File: config.mk
export PLATFORM = sky130hd
export DESIGN_NAME = header_xor_frame_receiver_top
export DESIGN_NICKNAME = d
export VERILOG_FILES = /design/src/design/hxfr_pkg.sv /design/src/design/header_xor_frame_receiver_top.sv /design/src/design/hxfr_front.sv /design/src/design/hxfr_fifo.sv /design/src/design/hxfr_back.sv
export SDC_FILE = /design/constraint.sdc
export NUM_CORES = 1
export LEC_CHECK = 0
export BUFFER_PORTS_ARGS = -buffer_cell sky130_fd_sc_hd__buf_2
export CORE_MARGIN = 5
export CORE_UTILIZATION = 63
export DETAILED_ROUTE_END_ITERATION = 8
export GPL_TIMING_DRIVEN = 0
export HOLD_SLACK_MARGIN = 0.05
export PLACE_DENSITY = 0.91
export SYNTH_ARGS = -nofsm -noshare
export SYNTH_HDL_FRONTEND = slang
export SYNTH_SLANG_ARGS = --single-unit
File: constraint.sdc
create_clock -name clk -period 6.04 [get_ports clk]
set_input_delay 0.302 -clock clk [delete_from_list [all_inputs] [get_ports clk]]
set_output_delay 0.302 -clock clk [all_outputs]
set_load 0.01 [all_outputs]
File: src/design/hxfr_pkg.sv
`timescale 1ns / 1ps

package hxfr_pkg;

  localparam int PAYLOAD_BYTES = 4;
  localparam int WORD_W = 32;
  localparam int WORD_BYTES = WORD_W / 8;
  localparam int COUNT_W = 3;

  localparam logic [7:0] HDR_FIRST = 8'h55;
  localparam logic [7:0] HDR_SECOND = 8'hAA;
  localparam logic [7:0] TIMEOUT_RESET = 8'd15;
  localparam logic [7:0] IDLE_MAX = 8'hFF;

  localparam logic ACT_BYTE = 1'b0;
  localparam logic ACT_TICK = 1'b1;

  typedef enum logic [1:0] {
    PH_HUNT  = 2'd0,
    PH_HDR2  = 2'd1,
    PH_DATA  = 2'd2,
    PH_CHECK = 2'd3
  } phase_t;

  typedef struct packed {
    logic              valid;
    logic [WORD_W-1:0] word;
  } frame_t;

  typedef struct packed {
    logic full;
    logic empty;
  } fifo_status_t;

endpackage

File: src/design/header_xor_frame_receiver_top.sv
`timescale 1ns / 1ps

// Frame receiver for a byte link with a 0x55 0xAA header, a payload and an
// XOR checksum byte. Each input beat is either a received byte or a one
// millisecond tick, chosen by action. A tick counts idle time; a partial frame
// is dropped once the idle count exceeds timeout_limit.
// Each good frame yields one output beat on payload_word, first payload byte
// in bits 7:0. Bad frames produce nothing.
// Throughput is one input beat per cycle while the frame queue is not full.
// An output beat follows the accepted checksum byte through the two-entry frame
// queue and then the output register.
// The input side stalls only when the frame queue is full, which happens when
// the output side holds off for long enough that two frames wait behind the
// output register. Input bytes and ticks that do not finish a frame are never
// held back otherwise.
// timeout_limit is written with timeout_limit_we and should change only while
// the block is idle. Reset returns it to 15, empties the queue and output
// register, and puts the receiver back to hunting for a header.
module header_xor_frame_receiver_top import hxfr_pkg::*; (
  input  logic              clk,
  input  logic              rst,
  input  logic              timeout_limit_we,
  input  logic [7:0]        timeout_limit,
  input  logic              item_valid,
  output logic              item_ready,
  input  logic              action,
  input  logic [7:0]        rx_byte,
  output logic              word_valid,
  input  logic              word_ready,
  output logic [WORD_W-1:0] payload_word
);

  frame_t            frame;
  fifo_status_t      fifo_status;
  logic [WORD_W-1:0] head_word;
  logic              pop;

  hxfr_front u_front (
    .clk              (clk),
    .rst              (rst),
    .timeout_limit_we (timeout_limit_we),
    .timeout_limit    (timeout_limit),
    .item_valid       (item_valid),
    .item_ready       (item_ready),
    .action           (action),
    .rx_byte          (rx_byte),
    .fifo_status      (fifo_status),
    .frame            (frame)
  );

  hxfr_fifo u_fifo (
    .clk       (clk),
    .rst       (rst),
    .frame     (frame),
    .pop       (pop),
    .status    (fifo_status),
    .head_word (head_word)
  );

  hxfr_back u_back (
    .clk          (clk),
    .rst          (rst),
    .fifo_status  (fifo_status),
    .head_word    (head_word),
    .pop          (pop),
    .word_valid   (word_valid),
    .word_ready   (word_ready),
    .payload_word (payload_word)
  );

endmodule

File: src/design/hxfr_front.sv
`timescale 1ns / 1ps

module hxfr_front import hxfr_pkg::*; (
  input  logic         clk,
  input  logic         rst,
  input  logic         timeout_limit_we,
  input  logic [7:0]   timeout_limit,
  input  logic         item_valid,
  output logic         item_ready,
  input  logic         action,
  input  logic [7:0]   rx_byte,
  input  fifo_status_t fifo_status,
  output frame_t       frame
);

  phase_t             phase, phase_next;
  logic [COUNT_W-1:0] byte_count, byte_count_next;
  logic [7:0]         running_xor, running_xor_next;
  logic [7:0]         idle_ticks, idle_ticks_next;
  logic [7:0]         limit;
  logic [7:0]         payload_store [PAYLOAD_BYTES];
  logic               store_shift;
  logic               accept;
  logic [COUNT_W:0]   count_inc;
  logic [WORD_W-1:0]  packed_word;

  assign item_ready = !fifo_status.full;
  assign accept = item_valid && item_ready;
  assign count_inc = {1'b0, byte_count} + 1'b1;

  // Bytes beyond the word are checked but not delivered; missing bytes read as zero.
  always_comb begin
    packed_word = '0;
    for (int i = 0; i < WORD_BYTES; i++) begin
      if (i < PAYLOAD_BYTES) begin
        packed_word[8*i +: 8] = payload_store[i];
      end
    end
  end

  always_ff @(posedge clk) begin
    if (rst) begin
      phase       <= PH_HUNT;
      byte_count  <= '0;
      running_xor <= '0;
      idle_ticks  <= '0;
      limit       <= TIMEOUT_RESET;
    end else begin
      phase       <= phase_next;
      byte_count  <= byte_count_next;
      running_xor <= running_xor_next;
      idle_ticks  <= idle_ticks_next;
      if (timeout_limit_we) begin
        limit <= timeout_limit;
      end
    end
  end

  // The store fills as a shift line, so after a full payload entry 0 holds the first byte.
  always_ff @(posedge clk) begin
    if (store_shift) begin
      for (int i = 0; i < PAYLOAD_BYTES - 1; i++) begin
        payload_store[i] <= payload_store[i+1];
      end
      payload_store[PAYLOAD_BYTES-1] <= rx_byte;
    end
  end

  always_comb begin
    phase_next       = phase;
    byte_count_next  = byte_count;
    running_xor_next = running_xor;
    idle_ticks_next  = idle_ticks;
    store_shift      = 1'b0;
    frame.valid      = 1'b0;
    frame.word       = packed_word;
    if (accept) begin
      if (action == ACT_TICK) begin
        if (idle_ticks != IDLE_MAX) begin
          idle_ticks_next = idle_ticks + 8'd1;
        end
        if (phase != PH_HUNT && idle_ticks_next > limit) begin
          phase_next      = PH_HUNT;
          byte_count_next = '0;
        end
      end else begin
        idle_ticks_next = '0;
        unique case (phase)
          PH_HUNT: begin
            if (rx_byte == HDR_FIRST) begin
              phase_next = PH_HDR2;
            end
          end
          PH_HDR2: begin
            if (rx_byte == HDR_SECOND) begin
              phase_next       = PH_DATA;
              byte_count_next  = '0;
              running_xor_next = '0;
            end else begin
              phase_next = PH_HUNT;
            end
          end
          PH_DATA: begin
            store_shift      = 1'b1;
            running_xor_next = running_xor ^ rx_byte;
            byte_count_next  = count_inc[COUNT_W-1:0];
            if (count_inc >= (COUNT_W+1)'(PAYLOAD_BYTES)) begin
              phase_next = PH_CHECK;
            end
          end
          PH_CHECK: begin
            phase_next      = PH_HUNT;
            byte_count_next = '0;
            frame.valid     = (rx_byte == running_xor);
          end
          default: begin
            phase_next = PH_HUNT;
          end
        endcase
      end
    end
  end

endmodule

File: src/design/hxfr_fifo.sv
`timescale 1ns / 1ps

module hxfr_fifo import hxfr_pkg::*; (
  input  logic              clk,
  input  logic              rst,
  input  frame_t            frame,
  input  logic              pop,
  output fifo_status_t      status,
  output logic [WORD_W-1:0] head_word
);

  logic [WORD_W-1:0] entries [2];
  logic              wr_ptr;
  logic              rd_ptr;
  logic [1:0]        count;

  assign status.full  = (count == 2'd2);
  assign status.empty = (count == 2'd0);
  assign head_word    = entries[rd_ptr];

  always_ff @(posedge clk) begin
    if (rst) begin
      wr_ptr <= 1'b0;
      rd_ptr <= 1'b0;
      count  <= '0;
    end else begin
      if (frame.valid) begin
        wr_ptr <= !wr_ptr;
      end
      if (pop) begin
        rd_ptr <= !rd_ptr;
      end
      case ({frame.valid, pop})
        2'b10:   count <= count + 2'd1;
        2'b01:   count <= count - 2'd1;
        default: count <= count;
      endcase
    end
  end

  always_ff @(posedge clk) begin
    if (frame.valid) begin
      entries[wr_ptr] <= frame.word;
    end
  end

endmodule

File: src/design/hxfr_back.sv
`timescale 1ns / 1ps

module hxfr_back import hxfr_pkg::*; (
  input  logic              clk,
  input  logic              rst,
  input  fifo_status_t      fifo_status,
  input  logic [WORD_W-1:0] head_word,
  output logic              pop,
  output logic              word_valid,
  input  logic              word_ready,
  output logic [WORD_W-1:0] payload_word
);

  assign pop = !fifo_status.empty && (!word_valid || word_ready);

  always_ff @(posedge clk) begin
    if (rst) begin
      word_valid <= 1'b0;
    end else if (pop) begin
      word_valid <= 1'b1;
    end else if (word_ready) begin
      word_valid <= 1'b0;
    end
  end

  always_ff @(posedge clk) begin
    if (pop) begin
      payload_word <= head_word;
    end
  end

endmodule
# Word level (Yosys, flattened, before mapping)
# Memory sizes are Yosys's and may differ from the RTL's. A register that Yosys moved wholly into a read port is not among the register bits.
# Cells that the tools add are included.
[totals]
n_memories = 2
in_bits = 22
register_bits = 34
wordCells = 82
out_inout_bits = 34
mem_bits_rw = 96
[classes]
eq_ne = 15
bitwise = 2
order_cmp = 2
n_addsub = 4
n_reduce_logical = 19
muxes = 29
[mem_list]
columns = ["memory", "words", "word_bits", "rd", "rd_ports_with_merged_regs", "write_ports", "line_no", "rtl"]
rows = [
  ["u_fifo.entries", 2, 32, 1, 1, 1, "hxfr_fifo.sv:12", "logic [WORD_W-1:0] entries [2];"],
  ["u_front.payload_store", 4, 8, 4, 0, 4, "hxfr_front.sv:21", "logic [7:0] payload_store [PAYLOAD_BYTES];"],
]
[ops]
columns = ["op", "n"]
rows = [
  ["two-way mux 8 bit", 5],
  ["one-hot mux 8 bit (2 select lines)", 1],
  ["two-way mux 1 bit", 12],
  ["AND reduction 4 bit", 3],
  ["two-way mux 2 bit", 5],
  ["two-way mux 3 bit", 3],
  ["inequality test 3 x 2 -> 1 bit (second input constant)", 3],
  ["one-hot mux 3 bit (3 select lines)", 1],
  ["adder 8 x 1 -> 8 bit (second input constant)", 1],
  ["equality test 2 bit (second input constant)", 4],
  ["equality test 8 x 7 -> 1 bit (second input constant)", 1],
  ["equality test 8 bit", 1],
  ["equality test 8 bit (second input constant)", 1],
  ["greater-than comparator 8 bit", 1],
  ["inequality test 8 bit (second input constant)", 1],
  ["one-hot mux 2 bit (4 select lines)", 1],
  ["nonzero test 2 bit", 4],
  ["bitwise XOR 8 bit", 1],
  ["zero test 1 bit", 5],
  ["adder 3 x 1 -> 4 bit (second input constant)", 1],
  ["equality test 2 x 1 -> 1 bit (second input constant)", 2],
  ["greater-or-equal comparator 4 x 3 -> 1 bit (second input constant)", 1],
  ["zero test 2 bit", 2],
  ["inequality test 2 x 1 -> 1 bit (second input constant)", 2],
  ["7 further kinds", 9],
]

# Depth between registers and ports, before layout
[logic_depth]
word_depth = 8
depth_mapped = 13
depth_no_buf = 13

# Hierarchy
# A second synthesis with hierarchy kept.
[unflattened]
cells_unflattened = 416
area_unflattened_um2 = 6324.8
[by_module_without_submodules]
columns = ["module", "area_per_inst_um2", "cells_each", "seq_area_each_um2", "n_inst"]
rows = [
  ["hxfr_front", 2793.9, 258, 1541.5, 1],
  ["hxfr_fifo", 2513.7, 122, 2021.9, 1],
  ["hxfr_back", 1017.2, 36, 980.9, 1],
]

# Least setup slack after synthesis
# Ideal clock, no wire load.
[synth_timing]
path_kind = "register to register"
startpoint = "register u_front.idle_ticks[0]"
endpoint = "register u_front.byte_count[2]"
arrival_ps = 2803
setup_ps = 117
stages_incl_launch_ff = 12
period_less_slack_ps = 2920
n_path_buf = 0
setup_slack_ps = 3120
required_ps = 5923
cell_sequence = "dfxtp_1 > ha_1 > nand2_1 > nor3_2 > mux2_2 > ha_1 > nor2b_1 > o211ai_1 > a21oi_1 > o31ai_4 > or3_1 > a32o_1"
[synth_between]
elab_chain_cells = 8
word_cells_on_any_way = 9
cone_classes = "1 x add/sub; 1 x order compare; 2 x eq/ne; 3 x mux; 2 x reduce/logical"
[synth_rtl]
columns = ["element", "line_no", "rtl"]
rows = [
  ["from (decl)", "hxfr_front.sv:19", "logic [7:0] idle_ticks, idle_ticks_next;"],
  ["from (signal assigned)", "hxfr_front.sv:52", "idle_ticks <= idle_ticks_next;"],
  ["adder 8 x 1 -> 8 bit / inequality test 8 bit (equally long branches)", "hxfr_front.sv:80, hxfr_front.sv:79", ""],
  ["two-way mux 8 bit *", "hxfr_front.sv:79", "if (idle_ticks != IDLE_MAX) begin"],
  ["two-way mux 8 bit *", "hxfr_front.sv:78", "if (action == ACT_TICK) begin"],
  ["two-way mux 8 bit *", "hxfr_front.sv:77", "if (accept) begin"],
  ["greater-than comparator 8 bit *", "hxfr_front.sv:82", "if (phase != PH_HUNT && idle_ticks_next > limit) begin"],
  ["logical AND 1 bit *", "hxfr_front.sv:82", ""],
  ["inequality test 2 x 1 -> 1 bit (no line) *", "--", ""],
  ["AND reduction 4 bit (no line) *", "--", ""],
  ["to (signal assigned)", "hxfr_front.sv:50", "byte_count <= byte_count_next;"],
  ["to (decl)", "hxfr_front.sv:17", "logic [COUNT_W-1:0] byte_count, byte_count_next;"],
]
# Mark *: on every way between the ends. The rest lies on a longest branch, timed or not. The select of a mux whose other input is x is not followed.
# A chain may end at the register's enable or synchronous reset.

# Worst setup path after layout
[layout_timing]
startpoint = "register u_front.idle_ticks[0]"
endpoint = "register u_front.phase[1]"
[layout_between]
elab_chain_cells = 8
word_cells_on_any_way = 9
cone_classes = "1 x add/sub; 1 x order compare; 2 x eq/ne; 3 x mux; 2 x reduce/logical"
[layout_rtl]
columns = ["element", "line_no", "rtl"]
rows = [
  ["adder 8 x 1 -> 8 bit / inequality test 8 bit (equally long branches)", "hxfr_front.sv:80, hxfr_front.sv:79", ""],
  ["two-way mux 8 bit *", "hxfr_front.sv:79", ""],
  ["two-way mux 8 bit *", "hxfr_front.sv:78", ""],
  ["two-way mux 8 bit *", "hxfr_front.sv:77", ""],
  ["greater-than comparator 8 bit *", "hxfr_front.sv:82", ""],
  ["logical AND 1 bit *", "hxfr_front.sv:82", ""],
  ["inequality test 2 x 1 -> 1 bit (no line) *", "--", ""],
  ["AND reduction 4 bit (no line) *", "--", ""],
  ["to (signal assigned)", "hxfr_front.sv:49", "phase <= phase_next;"],
  ["to (decl)", "hxfr_front.sv:16", "phase_t phase, phase_next;"],
]
# Marked as above.

==> flow_summary.ini <==
[power_and_ir_drop]
p_sw_share_pct = 22.0
p_per_area_nw_per_um2 = 296
clkPwrFrac_pct = 44.2
p_sw_uw = 493
seqPwrFrac_pct = 53.3
power.leakage_uw = 0.00262
vdd_drop_max_mv = 0.254
power_frac_comb_pct = 2.5
cellInternalPower_uw = 1740

[clock_tree]
numCtsBuffers = 17
cts.reportedPaths.clkPinSlew_ns = 0.07
cts.sinks = 162
cts_root_buffer = clkbuf_8
h-tree-depth = 4
cts-resized-gates = 0
worstSkewPairLatency_ns = 0.53
cts_buffer_depth = 2
cts_tree = built

[sta]
post-route-min-period_ns = 3.42
setup_viol = 0
fmax_mhz = 292
slew_viol_final = 0
fin_setup_tns_ns = 0
worstMarginPinSlew_ns = 0.891
timing.final.crit_share_pct = 56.7
hold_slack_ns = 0.0750
hold_violations = 0
clock_skew_ns = 0.0139
rsz0062_at_grt = false
maxSlewHeadroom_pct = 40.6

[setup_path]
timing.rr.end = u_front.phase[1]$_SDFFE_PP0P_
r2r-start = u_front.idle_ticks[0]$_SDFFE_PP0P_
worstRegToRegCells = 13
startpoint_type = flip-flop
worst_path_most_repeated_cell = ha_1
crit_type = reg -> reg
cp.arrival_ns = 3.87
cp_slowest_stage_delay_ns = 0.54
cp.required_ns = 6.49
cp_max_fo = 10
crit_slowest_cell = or4_1
path_cells = ha_1 -> nand2_1 -> nor3_2 -> nor2_1 -> nand3_1 -> xnor2_1 -> ha_1 -> nand4_1 -> o21bai_1 -> a21oi_4 -> o31ai_4 -> or4_1 -> a21oi_1
reg2reg_slack_ns = 2.62
crit_path_end_kind = flip-flop

[logic_synthesis]
async_flop_share_pct = 0
synth_most_common_cell = edfxtp_1
synth_top_area_share_pct = 60.9
synth_area_sq_um = 6310
syn_area_per_cell_sq_um = 15.2
syn-num-nets = 454
synth_common_cells = edfxtp_1, dfxtp_1, mux2_2, nor2_1, a21oi_1
ys_seq_area_share_pct = 71.6
ys_ff_latch = 162
ys_types = 47
yosys_warnings = 0
synth-main-ff-cell = edfxtp_1
synthCells = 416
yosysTopAreaCell = edfxtp_1
synth_area_leaders = edfxtp_1, dfxtp_1, mux2_2
synth_edf_count = 128

[floorplanning]
fp.dieH_um = 110
io_pins = 56
die_area_sq_um = 12100
initial_core_util_pct = 64.6
num_rows = 36
coreArea_sq_um = 9770
die_x_um = 110

[finish]
nNetsFinal = 548
finalCoreUtilization_pct = 77.4
layout-drive-gt1-share_pct = 26.8
area_growth_pct = 19.8
multiInputGateArea_sq_um = 1720
fin_cells = 656
regArea_sq_um = 4520
antenna-diode-count = 0
fillers = 534
final_cell_area_sq_um = 7560

[status]
status = completed

[min_path]
hold_path_depth = 3
hold_start = rst
min_path_type = in -> reg
holdPathEnd = u_front.limit[0]$_SDFFE_PP1P_

[placed_design]
gp_congestion = 0.885
dpl.cell_count = 607
dp_hpwl_um = 7360
place_area_sq_um = 6840
io_buffers = 55

[drt]
vias = 3781
drc = 0
dr.pass1.iters = 5
drt_wl_total_um = 11800
routedWlPerCell_um = 18.0
viasPerCell = 5.76
drt_iter0_markers = 254
drtAntennaViolNets = 0

[global_routing]
grt_pass1_wl_um = 19200
grt_pass1_vias = 3866
antenna_found_initial = 0
grt_overflow = 0
grt.total_usage_pct = 21.6
grt_max_degree = 35

[run]
maxCapViolations = 0
-- power by group through the flow --
stage	Clock (uW)	Sequential, uW	Combinational [uW]
6_report	988	1190	57.0
5_1_grt	1060	1190	62.7
4_1_cts	1000	1190	55.8
3_5_place_dp	0	1220	46.2
3_3_place_gp	0	1220	43.5
2_1_floorplan	0	1220	27.1
-- state kept, by name, indices dropped and copies added, names as in the netlist, 2 cells and up --
register,count
u_front.running_xor,8
u_front.idle_ticks,8
u_fifo.count,2
u_front.limit,8
u_fifo.entries,64
u_front.phase,2
u_front.byte_count,3
u_back.payload_word,32
u_front.payload_store,32
-- area by class of cell --
type	count	share of cell area (%)
sequential	162	59.8
multi-input combinational	229	22.7
timing repair buffer	75	6.68
clock buffer	18	5.52
tap	133	2.20
clock inverter	14	1.80
inverter	15	0.744
buffer	10	0.529
-- layer usage --
layer	global-route usage, %	wire [um]	up-vias
li1	-	-	1753
met1	25.8	4630	1873
met2	36.9	6300	131
met3	5.18	634	24
met4	10.1	239	0
met5	0	0	-
-- cells in the final DEF, fill, tap and decap left out, types with 6 or more instances in the layout --
cell | netlist | final
mux2_2 | 34 | 34
buf_2 | 2 | 57
edfxtp_1 | 128 | 128
ha_1 | 16 | 16
clkbuf_16 | 0 | 16
dlygate4sd3_1 | 0 | 17
xnor2_1 | 11 | 11
inv_1 | 14 | 14
dfxtp_1 | 34 | 34
a21oi_1 | 26 | 26
clkbuf_1 | 7 | 8
o21ai_0 | 16 | 16
nand3b_1 | 8 | 8
nor2_1 | 34 | 31
nand2_1 | 13 | 13
nand4_1 | 6 | 6
-- repair_timing --
item | CTS | global route
hold buffers | 17 | 0
endpoints found under the hold margin | 16 | 0
setup buffers | 0 | 0
-- per-stage QoR --
| stage | power, uW | setup slack (ns) |
|---|---|---|
| after detailed placement | 1260 | 2.77 |
| after global routing | 2320 | 2.45 |
| final | 2240 | 2.62 |
| after global placement | 1260 | 2.19 |
| after CTS | 2250 | 2.67 |
| after floorplan | 1240 | 3.12 |
-- worst max-delay path by stage --
stage	slack, ns	start	endpoint	cells past startpoint
after floorplan	3.12	u_front.idle_ticks[0]$_SDFFE_PP0P_	u_front.byte_count[2]$_SDFFE_PP0P_	11
after global placement	2.19	rx_byte[1]	u_fifo.entries[1][4]$_DFFE_PP_	6
after detailed placement	2.77	u_front.idle_ticks[0]$_SDFFE_PP0P_	u_front.phase[1]$_SDFFE_PP0P_	11
after CTS	2.67	u_front.idle_ticks[0]$_SDFFE_PP0P_	u_front.phase[1]$_SDFFE_PP0P_	13
after global routing	2.45	u_front.idle_ticks[0]$_SDFFE_PP0P_	u_front.phase[1]$_SDFFE_PP0P_	13
final	2.62	u_front.idle_ticks[0]$_SDFFE_PP0P_	u_front.phase[1]$_SDFFE_PP0P_	13
-- worst max-delay path, delay by kind of cell, from the launching register on --
kind / cells / cell delay (ns)
fa+ha+maj: 2 / 0.56
compound gates: 4 / 0.60
simple gates: 6 / 1.62
xor+xnor: 1 / 0.15
flops: 1 / 0.42
-- cells by family (layout without fill, tap and decap cells) --
group	count (synthesis)	count (layout)	synth area share, %
XOR/XNOR	16	16	2.22
adder cells (fa/ha/maj)	16	16	3.17
flip-flops	162	162	71.6
multiplexers	39	39	6.86
AND/OR/NAND/NOR	96	96	8.50
buffers and inverters	25	132	1.53
AO/OA/AOI/OAI	62	62	6.08
Power figures use the tool's default switching activity.
